<file path="src/design/servo_demand_command_decode_defines.svh">
// ---------------------------------------------------------------------------
// Servo demand command decoder: assertion macros
// Shared property shorthands for the decoder's concurrent checks.
// ---------------------------------------------------------------------------
`ifndef SERVO_DEMAND_COMMAND_DECODE_DEFINES_SVH
`define SERVO_DEMAND_COMMAND_DECODE_DEFINES_SVH

// Same-cycle implication, checked outside reset.
`define SDCD_ASSERT_NOW(label, clk, rstn, ante, cons, msg) \
  label: assert property (@(posedge clk) disable iff (!rstn) (ante) |-> (cons)) \
    else $error(msg);

// Next-cycle implication, checked outside reset.
`define SDCD_ASSERT_NEXT(label, clk, rstn, ante, cons, msg) \
  label: assert property (@(posedge clk) disable iff (!rstn) (ante) |=> (cons)) \
    else $error(msg);

`endif

</file>
<file path="src/design/sdcd_pkg.sv">
// ---------------------------------------------------------------------------
// Servo demand command decoder package
// Types, register map, mode codes, microcode format and the control store.
// ---------------------------------------------------------------------------
package sdcd_pkg;

  // Configuration register map (word index on the APB port).
  localparam int ADDR_W = 5;
  localparam logic [2:0] REG_MAX_CURRENT = 3'd0;
  localparam logic [2:0] REG_UNCAL_LIMIT = 3'd1;
  localparam logic [2:0] REG_POS_SCALE   = 3'd2;
  localparam logic [2:0] REG_HOME_OFFSET = 3'd3;
  localparam logic [2:0] REG_STOP_MIN    = 3'd4;
  localparam logic [2:0] REG_STOP_MAX    = 3'd5;
  localparam logic [2:0] REG_STOP_ENABLE = 3'd6;
  localparam logic [2:0] REG_UPDATE_RATE = 3'd7;

  // Mode codes taken from bits 5..2 of the joint mode byte.
  localparam logic [3:0] MODE_TORQUE   = 4'd2;
  localparam logic [3:0] MODE_VELOCITY = 4'd3;
  localparam logic [3:0] MODE_POSITION = 4'd4;

  // Result update kinds.
  localparam logic [1:0] KIND_NONE     = 2'd0;
  localparam logic [1:0] KIND_POSITION = 2'd1;
  localparam logic [1:0] KIND_VELOCITY = 2'd2;
  localparam logic [1:0] KIND_TORQUE   = 2'd3;

  // Width of the registered product; every product used fits in it.
  localparam int PROD_W = 50;

  // Sequencer program counter.
  localparam int STEP_W = 5;
  localparam logic [STEP_W-1:0] ST_REJECT  = 5'd10;
  localparam logic [STEP_W-1:0] ST_NOT_POS = 5'd11;
  localparam logic [STEP_W-1:0] ST_NOT_VEL = 5'd15;
  localparam logic [STEP_W-1:0] ST_BAD     = 5'd19;
  localparam logic [STEP_W-1:0] LAST_STEP  = 5'd19;

  typedef struct packed {
    logic [15:0]        max_current;
    logic [15:0]        uncal_limit;
    logic [31:0]        position_scale;
    logic signed [31:0] home_offset;
    logic signed [31:0] stop_min;
    logic signed [31:0] stop_max;
    logic               stop_enable;
    logic [15:0]        update_rate;
  } cfg_t;

  // Request payload, lowest field last.
  typedef struct packed {
    logic [6:0]         pad;
    logic               homed;
    logic [15:0]        torque_limit;
    logic signed [15:0] demand;
    logic [7:0]         stamp;
  } in_data_t;

  // Result payload, lowest field last.
  typedef struct packed {
    logic [3:0]         pad;
    logic               timer_restart;
    logic signed [16:0] demand_torque;
    logic signed [31:0] demand_velocity;
    logic signed [31:0] demand_position;
    logic [15:0]        current_limit;
    logic               bad_mode;
    logic               accepted;
  } out_data_t;

  // Microcode fields.
  typedef enum logic [1:0] {MA_TLIM, MA_DEMAND, MA_DIFF} mul_a_e;
  typedef enum logic [1:0] {MB_MAXCUR, MB_SCALE, MB_RATE} mul_b_e;
  typedef enum logic [3:0] {
    OP_NONE, OP_CUR, OP_PSAT, OP_POFS, OP_CLAMP, OP_DIFF, OP_VEL, OP_VDIR, OP_TRQ
  } op_e;
  typedef enum logic [2:0] {C_NEVER, C_NOT_POS, C_NOT_VEL, C_NOT_TRQ, C_REJECT} cond_e;
  typedef enum logic [2:0] {RES_POS, RES_VEL, RES_TRQ, RES_BAD, RES_REJ} res_e;

  typedef struct packed {
    mul_a_e            mul_a;
    mul_b_e            mul_b;
    logic              mul_en;
    op_e               op;
    cond_e             cond;
    logic [STEP_W-1:0] target;
    logic              done;
    res_e              res;
  } ucode_t;

  localparam ucode_t UC_NOP = '{
    mul_a: MA_TLIM, mul_b: MB_MAXCUR, mul_en: 1'b0, op: OP_NONE,
    cond: C_NEVER, target: '0, done: 1'b0, res: RES_BAD
  };

  // Control store: one control word per step.
  function automatic ucode_t ucode_rom(input logic [STEP_W-1:0] step);
    ucode_t w;
    w = UC_NOP;
    case (step)
      // Current limit product, then dispatch on the mode.
      5'd0: begin
        w.mul_a = MA_TLIM; w.mul_b = MB_MAXCUR; w.mul_en = 1'b1;
      end
      5'd1: begin
        w.op = OP_CUR; w.cond = C_NOT_POS; w.target = ST_NOT_POS;
      end
      // Position mode.
      5'd2: begin
        w.mul_a = MA_DEMAND; w.mul_b = MB_SCALE; w.mul_en = 1'b1;
        w.cond = C_REJECT; w.target = ST_REJECT;
      end
      5'd3: w.op = OP_PSAT;
      5'd4: w.op = OP_POFS;
      5'd5: w.op = OP_CLAMP;
      5'd6: w.op = OP_DIFF;
      5'd7: begin
        w.mul_a = MA_DIFF; w.mul_b = MB_RATE; w.mul_en = 1'b1;
      end
      5'd8: w.op = OP_VEL;
      5'd9: begin
        w.done = 1'b1; w.res = RES_POS;
      end
      5'd10: begin
        w.done = 1'b1; w.res = RES_REJ;
      end
      // Velocity mode.
      5'd11: begin
        w.cond = C_NOT_VEL; w.target = ST_NOT_VEL;
      end
      5'd12: begin
        w.mul_a = MA_DEMAND; w.mul_b = MB_SCALE; w.mul_en = 1'b1;
      end
      5'd13: w.op = OP_VDIR;
      5'd14: begin
        w.done = 1'b1; w.res = RES_VEL;
      end
      // Torque mode.
      5'd15: begin
        w.cond = C_NOT_TRQ; w.target = ST_BAD;
      end
      5'd16: begin
        w.mul_a = MA_DEMAND; w.mul_b = MB_MAXCUR; w.mul_en = 1'b1;
      end
      5'd17: w.op = OP_TRQ;
      5'd18: begin
        w.done = 1'b1; w.res = RES_TRQ;
      end
      default: begin
        w.done = 1'b1; w.res = RES_BAD;
      end
    endcase
    return w;
  endfunction

  // Saturate a product-width value to 32 bits signed.
  function automatic logic signed [31:0] sat32(input logic signed [PROD_W-1:0] v);
    logic signed [31:0] r;
    if ((&v[PROD_W-1:31]) || !(|v[PROD_W-1:31])) begin
      r = v[31:0];
    end else if (v[PROD_W-1]) begin
      r = 32'sh8000_0000;
    end else begin
      r = 32'sh7fff_ffff;
    end
    return r;
  endfunction

  // Magnitude divided by 32767, truncated and saturated to 65535. The input
  // is split at bit 15 twice, using 32768 = 32767 + 1, so that one final
  // compare and increment completes the quotient.
  function automatic logic [15:0] div32767_sat(input logic [31:0] x);
    logic [16:0] q0;
    logic [17:0] r0;
    logic [2:0]  a;
    logic [17:0] q1;
    logic [15:0] r1;
    logic [15:0] r;
    q0 = x[31:15];
    r0 = 18'(x[14:0]) + 18'(q0);
    a  = r0[17:15];
    q1 = 18'(q0) + 18'(a);
    r1 = 16'(r0[14:0]) + 16'(a);
    if (r1 >= 16'd32767) begin
      q1 = q1 + 18'd1;
    end
    if (q1 > 18'd65535) begin
      r = 16'hffff;
    end else begin
      r = q1[15:0];
    end
    return r;
  endfunction

endpackage

</file>
<file path="src/design/sdcd_datapath.sv">
// ---------------------------------------------------------------------------
// Servo demand command decoder datapath
// Shared multiplier, saturating adders, end-stop clamp, torque divider and
// the position history, all driven by the sequencer's control word.
// ---------------------------------------------------------------------------
module sdcd_datapath import sdcd_pkg::*; (
  input  logic               clk_i,
  input  logic               rst_ni,
  input  ucode_t             ctrl_i,
  input  logic               exec_i,
  input  logic               commit_i,
  input  cfg_t               cfg_i,
  input  in_data_t           item_i,
  input  logic               calib_i,
  output logic [15:0]        cur_o,
  output logic signed [31:0] pos_o,
  output logic signed [31:0] vel_o,
  output logic signed [16:0] trq_o
);

  logic signed [32:0]       mul_a;
  logic signed [32:0]       mul_b;
  logic signed [65:0]       mul_full;
  logic signed [PROD_W-1:0] prod_q;
  logic signed [PROD_W-1:0] neg_prod;
  logic signed [PROD_W-1:0] ofs_sum;
  logic signed [31:0]       p_q, p_d, p_lo;
  logic signed [32:0]       diff_q, diff_d;
  logic [15:0]              cur_q, cur_d, cur_raw;
  logic signed [31:0]       vel_q, vel_d;
  logic signed [16:0]       trq_q, trq_d;
  logic [15:0]              trq_mag;
  logic [7:0]               last_stamp_q;
  logic signed [31:0]       last_pos_q;
  logic                     stamp_next;

  // Operand selection for the shared multiplier.
  always_comb begin
    case (ctrl_i.mul_a)
      MA_TLIM:   mul_a = $signed({17'b0, item_i.torque_limit});
      MA_DEMAND: mul_a = $signed({{17{item_i.demand[15]}}, item_i.demand});
      MA_DIFF:   mul_a = diff_q;
      default:   mul_a = '0;
    endcase
    case (ctrl_i.mul_b)
      MB_MAXCUR: mul_b = $signed({17'b0, cfg_i.max_current});
      MB_SCALE:  mul_b = $signed({1'b0, cfg_i.position_scale});
      MB_RATE:   mul_b = $signed({17'b0, cfg_i.update_rate});
      default:   mul_b = '0;
    endcase
  end

  assign mul_full = mul_a * mul_b;

  always_ff @(posedge clk_i) begin
    if (exec_i && ctrl_i.mul_en) begin
      prod_q <= mul_full[PROD_W-1:0];
    end
  end

  // Intermediate terms used by the operations below.
  assign cur_raw    = prod_q[31:16];
  assign neg_prod   = -prod_q;
  assign ofs_sum    = {{(PROD_W-32){p_q[31]}}, p_q}
                    + {{(PROD_W-32){cfg_i.home_offset[31]}}, cfg_i.home_offset};
  assign p_lo       = (p_q < cfg_i.stop_min) ? cfg_i.stop_min : p_q;
  assign stamp_next = ((last_stamp_q + 8'd1) == item_i.stamp) && (cfg_i.update_rate != 16'd0);
  assign trq_mag    = div32767_sat(prod_q[PROD_W-1] ? neg_prod[31:0] : prod_q[31:0]);

  // Operation of the current step.
  always_comb begin
    cur_d  = cur_q;
    p_d    = p_q;
    diff_d = diff_q;
    vel_d  = vel_q;
    trq_d  = trq_q;
    if (exec_i) begin
      case (ctrl_i.op)
        OP_CUR: begin
          cur_d = (!item_i.homed && (cur_raw > cfg_i.uncal_limit)) ? cfg_i.uncal_limit
                                                                   : cur_raw;
        end
        OP_PSAT: p_d = sat32(prod_q);
        OP_POFS: begin
          if (calib_i) begin
            p_d = sat32(ofs_sum);
          end
        end
        OP_CLAMP: begin
          if (item_i.homed && cfg_i.stop_enable) begin
            p_d = (p_lo > cfg_i.stop_max) ? cfg_i.stop_max : p_lo;
          end
        end
        OP_DIFF: diff_d = {p_q[31], p_q} - {last_pos_q[31], last_pos_q};
        OP_VEL:  vel_d  = stamp_next ? sat32(prod_q) : 32'sd0;
        OP_VDIR: vel_d  = sat32(prod_q);
        OP_TRQ: begin
          trq_d = prod_q[PROD_W-1] ? -$signed({1'b0, trq_mag}) : $signed({1'b0, trq_mag});
        end
        default: ;
      endcase
    end
  end

  always_ff @(posedge clk_i) begin
    cur_q  <= cur_d;
    p_q    <= p_d;
    diff_q <= diff_d;
    vel_q  <= vel_d;
    trq_q  <= trq_d;
  end

  // History of the last accepted position command.
  always_ff @(posedge clk_i or negedge rst_ni) begin
    if (!rst_ni) begin
      last_stamp_q <= '0;
      last_pos_q   <= '0;
    end else if (commit_i) begin
      last_stamp_q <= item_i.stamp;
      last_pos_q   <= p_q;
    end
  end

  assign cur_o = cur_q;
  assign pos_o = p_q;
  assign vel_o = vel_q;
  assign trq_o = trq_q;

endmodule

</file>
<file path="config.mk">
export PLATFORM = sky130hd
export DESIGN_NAME = sdcd_datapath
export DESIGN_NICKNAME = d
export VERILOG_FILES = /design/src/design/servo_demand_command_decode_defines.svh /design/src/design/sdcd_pkg.sv /design/src/design/sdcd_datapath.sv
export SDC_FILE = /design/constraint.sdc
export NUM_CORES = 2
export LEC_CHECK = 0
export BUFFER_PORTS_ARGS = -buffer_cell sky130_fd_sc_hd__buf_4
export CORE_MARGIN = 2
export CORE_UTILIZATION = 65
export DETAILED_ROUTE_END_ITERATION = 10
export GPL_TIMING_DRIVEN = 0
export PLACE_DENSITY = 0.85
export SKIP_LAST_GASP = 1
export SYNTH_ARGS = -nofsm -noshare
export SYNTH_HDL_FRONTEND = slang
export SYNTH_SLANG_ARGS = --single-unit
export TNS_END_PERCENT = 20
</file>
<file path="constraint.sdc">
create_clock -name clk_i -period 17.95 [get_ports clk_i]
set_input_delay 5.385 -clock clk_i [delete_from_list [all_inputs] [get_ports clk_i]]
set_output_delay 5.385 -clock clk_i [all_outputs]
set_load 0.005 [all_outputs]
</file>
==> summary by stage <==
Yosys
The count of yosys warnings during synthesis is 0. Yosys mapped the design onto 87 distinct sky130hd cell types. Sequential elements use 13.36% of the synthesized area. Summing every instance area after synthesis gives 0.04794 mm2.

The cell accounting for the most synthesized area is sky130_fd_sc_hd__fa_1. The most used flip-flop cell after synthesis is sky130_fd_sc_hd__edfxtp_1. By area the synthesized netlist is led by sky130_fd_sc_hd__fa_1 (37%), sky130_fd_sc_hd__edfxtp_1 (11%), sky130_fd_sc_hd__ha_1 (8.5%). The number of flops mapped to enable cells by yosys is 180. The flip-flop and latch count after synthesis is 220. The portion of synthesized cell area occupied by the leading cell type is 37.12%. The cell count after synthesis is 5449.

The average footprint of a synthesized cell is 8.798 um2. The share of synthesized registers carrying an async set or reset is 18.18%. The post-synthesis net count is 6915.

Timing
The number of max-slew violations in the final report is 33. The final number of setup-violating endpoints is 0. Derived from the worst setup path, the maximum achievable clock frequency is 0.05591 GHz.

Setup repair after global routing left no endpoint under its margin. The final critical delay including setup and external delays is 17.89 ns. In the final timing run, aggregate negative setup slack is 0 ns. In this run the tightest slew margin relative to its limit is -10.44%. The worst-case hold slack is 0.5229 ns. The post-route clock period utilization is 99.64%. The actual slew at the worst max-slew pin is 1.646 ns. The clock skew is 0.02998 ns. The count of final hold-check violations is 0.

Worst setup path
The category of the worst setup path launch point is a primary input. The largest single stage delay on the critical path is 1.17 ns. The most common cell type on the critical path is sky130_fd_sc_hd__fa_1. The worst reg-to-reg path cell count is 35. Data on the critical path arrives at its endpoint at 18.15 ns. By startpoint and endpoint, the worst setup path is classified as primary input to flip-flop. The maximum fanout count along the critical path is 10. On the critical path, the stage with the largest delay is an instance of sky130_fd_sc_hd__nor4_1. The endpoint class of the critical path is a flip-flop. Data on the critical path is required at its endpoint by 18.22 ns.

Floorplanning
The floorplan has 99 rows. The number of placed I/O pins is 348. The height of the die is 275.6 um. The die is 275.6 um wide. The die covers 0.07594 mm2. For this configuration, the core starts out at a cell density of 65.71%.

The core region is 0.07296 mm2.

Clocking
The maximum buffer depth of the clock tree is 3. TritonCTS built the clock tree. The clock buffer count from CTS is 23. Gates resized during post-CTS repair numbered 0. The clock slew seen by the registers of the worst setup and hold paths is 0.07 ns.

Once the clock tree was built, the setup fixing pass inserted 0 buffers. The count of H-tree levels built during CTS is 1. The number of hold buffers added after CTS was 0. Clock latency on the worst-skew pair, taken at its later pin, is 0.55 ns. The clock sink count is 220. The tree is rooted in a sky130_fd_sc_hd__clkbuf_16.

Drt
The detailed-route wire length is 177200 um. The first-iteration detailed-routing DRC count is 5004. The number of remaining DRC errors is 0.

The via count is 42.57k. The detail route stage leaves a number of antenna-violating nets equal to 0. After detailed routing, the average wire length per cell comes to 26.11 um.

The number of vias per cell is 6.274. The first-pass iteration count of the detailed router is 9.

Global routing
The maximum number of pins on one net before global-route repair is 41. The first-pass GRT wire length is 259900 um. The number of global-route vias before repair is 42.53k. The initial antenna violation count came to 11.

The total overflow left after global routing is 0. The overall fraction of global-route tracks in use is 47.13%.

Placed design
The number of placed instances, taps included is 6737. The placer's final routability congestion estimate is 1.070. Input and output buffers added on the ports amount to 325. The area of placed instances is 0.05169 mm2.

Summed over all nets, the half-perimeter wirelength after detailed placement is 148700 um.

Power
The power density over the cells is 185.6 mW/mm2. The analysis attributes to net switching a power of 0.005440 W. Sequential cells account for 10.2% of the total power. The combinational power share is 84.8%. The internal power of the cells totals 0.004295 W.

The sum of internal, switching and leakage power is 0.009735 W. The part of the power in the clock network is 5.0%. Across the VDD grid, the largest voltage drop is 0.0005535 V. In this run switching power makes up 55.88% of total power. In this run the static leakage power is 24.78 nW.

Finish
The share of layout cells above drive strength 1 is 7.442%. The finished layout cell area is 0.05244 mm2. The final layout contains 7269 nets.

The layout overhead on the synthesized area is 9.388%. The final instance count without filler cells is 6786.

Worst hold path
The worst hold path belongs to the class flip-flop to flip-flop. The cell count of the worst hold path is 1.

Outcome
The run finished, with violations left. The final reports fail on max-capacitance violations, max-slew violations.

Run
Across the run, the number of max-cap violations was 4.
Yosys cell counts (7+ instances only):
cell,n
sky130_fd_sc_hd__a211oi_1,18
sky130_fd_sc_hd__a21boi_0,7
sky130_fd_sc_hd__a21o_1,102
sky130_fd_sc_hd__a21oi_1,193
sky130_fd_sc_hd__a221oi_1,32
sky130_fd_sc_hd__a31oi_1,19
sky130_fd_sc_hd__and2_1,50
sky130_fd_sc_hd__and3_1,14
sky130_fd_sc_hd__buf_1,8
sky130_fd_sc_hd__clkbuf_1,240
sky130_fd_sc_hd__dfrtp_1,40
sky130_fd_sc_hd__edfxtp_1,180
sky130_fd_sc_hd__fa_1,889
sky130_fd_sc_hd__ha_1,326
sky130_fd_sc_hd__inv_1,1086
sky130_fd_sc_hd__mux2_2,26
sky130_fd_sc_hd__mux2i_1,49
sky130_fd_sc_hd__nand2_1,830
sky130_fd_sc_hd__nand2b_1,39
sky130_fd_sc_hd__nand3_1,51
sky130_fd_sc_hd__nand4_1,41
sky130_fd_sc_hd__nor2_1,445
sky130_fd_sc_hd__nor2b_1,34
sky130_fd_sc_hd__nor3_1,39
sky130_fd_sc_hd__nor4_1,22
sky130_fd_sc_hd__o211ai_1,41
sky130_fd_sc_hd__o21a_1,45
sky130_fd_sc_hd__o21ai_0,162
sky130_fd_sc_hd__o21ai_1,14
sky130_fd_sc_hd__o21bai_1,15
sky130_fd_sc_hd__o31ai_1,15
sky130_fd_sc_hd__o41ai_1,8
sky130_fd_sc_hd__or2_2,11
sky130_fd_sc_hd__or3_1,14
sky130_fd_sc_hd__xnor2_1,157
sky130_fd_sc_hd__xor2_1,63
cell usage in the layout (no fill, tap or decap), types with 19 or more instances in the layout:
master / n
sky130_fd_sc_hd__a21oi_1: 191
sky130_fd_sc_hd__buf_4: 326
sky130_fd_sc_hd__mux2_2: 26
sky130_fd_sc_hd__nand2_1: 830
sky130_fd_sc_hd__inv_1: 1086
sky130_fd_sc_hd__xnor2_1: 157
sky130_fd_sc_hd__clkbuf_16: 24
sky130_fd_sc_hd__nor3_1: 39
sky130_fd_sc_hd__o21a_1: 45
sky130_fd_sc_hd__dfrtp_1: 40
sky130_fd_sc_hd__nand4_1: 41
sky130_fd_sc_hd__nor2b_1: 34
sky130_fd_sc_hd__o21ai_0: 161
sky130_fd_sc_hd__clkbuf_1: 243
sky130_fd_sc_hd__mux2i_1: 49
sky130_fd_sc_hd__a31oi_1: 19
sky130_fd_sc_hd__nand2b_1: 39
sky130_fd_sc_hd__ha_1: 326
sky130_fd_sc_hd__nand3_1: 51
sky130_fd_sc_hd__a21o_1: 102
sky130_fd_sc_hd__and2_1: 49
sky130_fd_sc_hd__fa_1: 889
sky130_fd_sc_hd__xor2_1: 63
sky130_fd_sc_hd__nor4_1: 22
sky130_fd_sc_hd__a221oi_1: 32
sky130_fd_sc_hd__edfxtp_1: 180
sky130_fd_sc_hd__o211ai_1: 41
sky130_fd_sc_hd__nor2_1: 444
per-stage QoR:
stage	setup WS [ns]	util, %
floorplan	3.912	-
global placement	0.02707	70.70
detailed placement	0.1867	70.85
CTS	0.7181	71.84
global route	0.02394	71.85
finish	0.06496	71.88
final timing paths:
path	startpoint	endpoint	slack (ns)
max in group asynchronous	rst_ni	last_pos_q[5]	12.73
setup / recovery	ctrl_i[19]	prod_q[49]	0.06
setup reg to reg	prod_q[49]	trq_o[16]	6.10
hold reg to reg	last_pos_q[0]	last_pos_q[0]	0.52
min in group asynchronous	rst_ni	last_stamp_q[3]	4.83
hold / removal	last_pos_q[0]	last_pos_q[0]	0.52
metal layers:
metal | global-route usage [%] | wire length, um | share of wire [%]
met1 | 60.43 | 62590 | 35
met2 | 68.57 | 74790 | 42
met3 | 17.83 | 26520 | 15
met4 | 27.08 | 13110 | 7.4
met5 | 1.253 | 129 | 0.073
final cells by class:
cell class	count	area [um2]
multi-input cells	3890	36540
repair buffers	329	2514
well taps	959	1200
clock inverters	12	98.84
diodes	9	22.52
fillers	5673	20520
plain buffers	252	953.4
flip-flops and latches	220	6406
clock buffers	28	625.6
inverters	1087	4080
logic make-up after synthesis:
family | synth area share [%]
DFF | 13.36
and+or+nand+nor | 14.76
buffers and inverters | 10.50
AOI/OAI and AO/OA | 10.03
muxes | 1.694
adders and majority gates | 45.63
xor gates and xnor gates | 4.019
worst max-delay path, delay by kind of cell:
kind / cells / cell delay (ns)
AO/OA/AOI/OAI: 6 / 2.97
XOR/XNOR: 1 / 0.13
adder cells (fa/ha/maj): 9 / 4.37
buffers and inverters: 6 / 2.49
multiplexers: 1 / 0.40
AND/OR/NAND/NOR: 7 / 2.36
power by group through the flow:
stage	sequential (W)	clock (W)	combinational, W
after floorplan	0.000950	0	0.00562
after global placement	0.000992	0	0.00775
after detailed placement	0.000995	0	0.00795
after CTS	0.000986	0.000484	0.00802
after global routing	0.000995	0.000504	0.00890
final	0.000992	0.000488	0.00825
state kept, by name, summed over array words and instances, names as in the netlist:
signal,cells
cur_o,16
diff_q,33
last_pos_q,32
last_stamp_q,8
pos_o,32
prod_q,50
trq_o,17
vel_o,32
No activity file was read; power rests on OpenSTA's default activity.
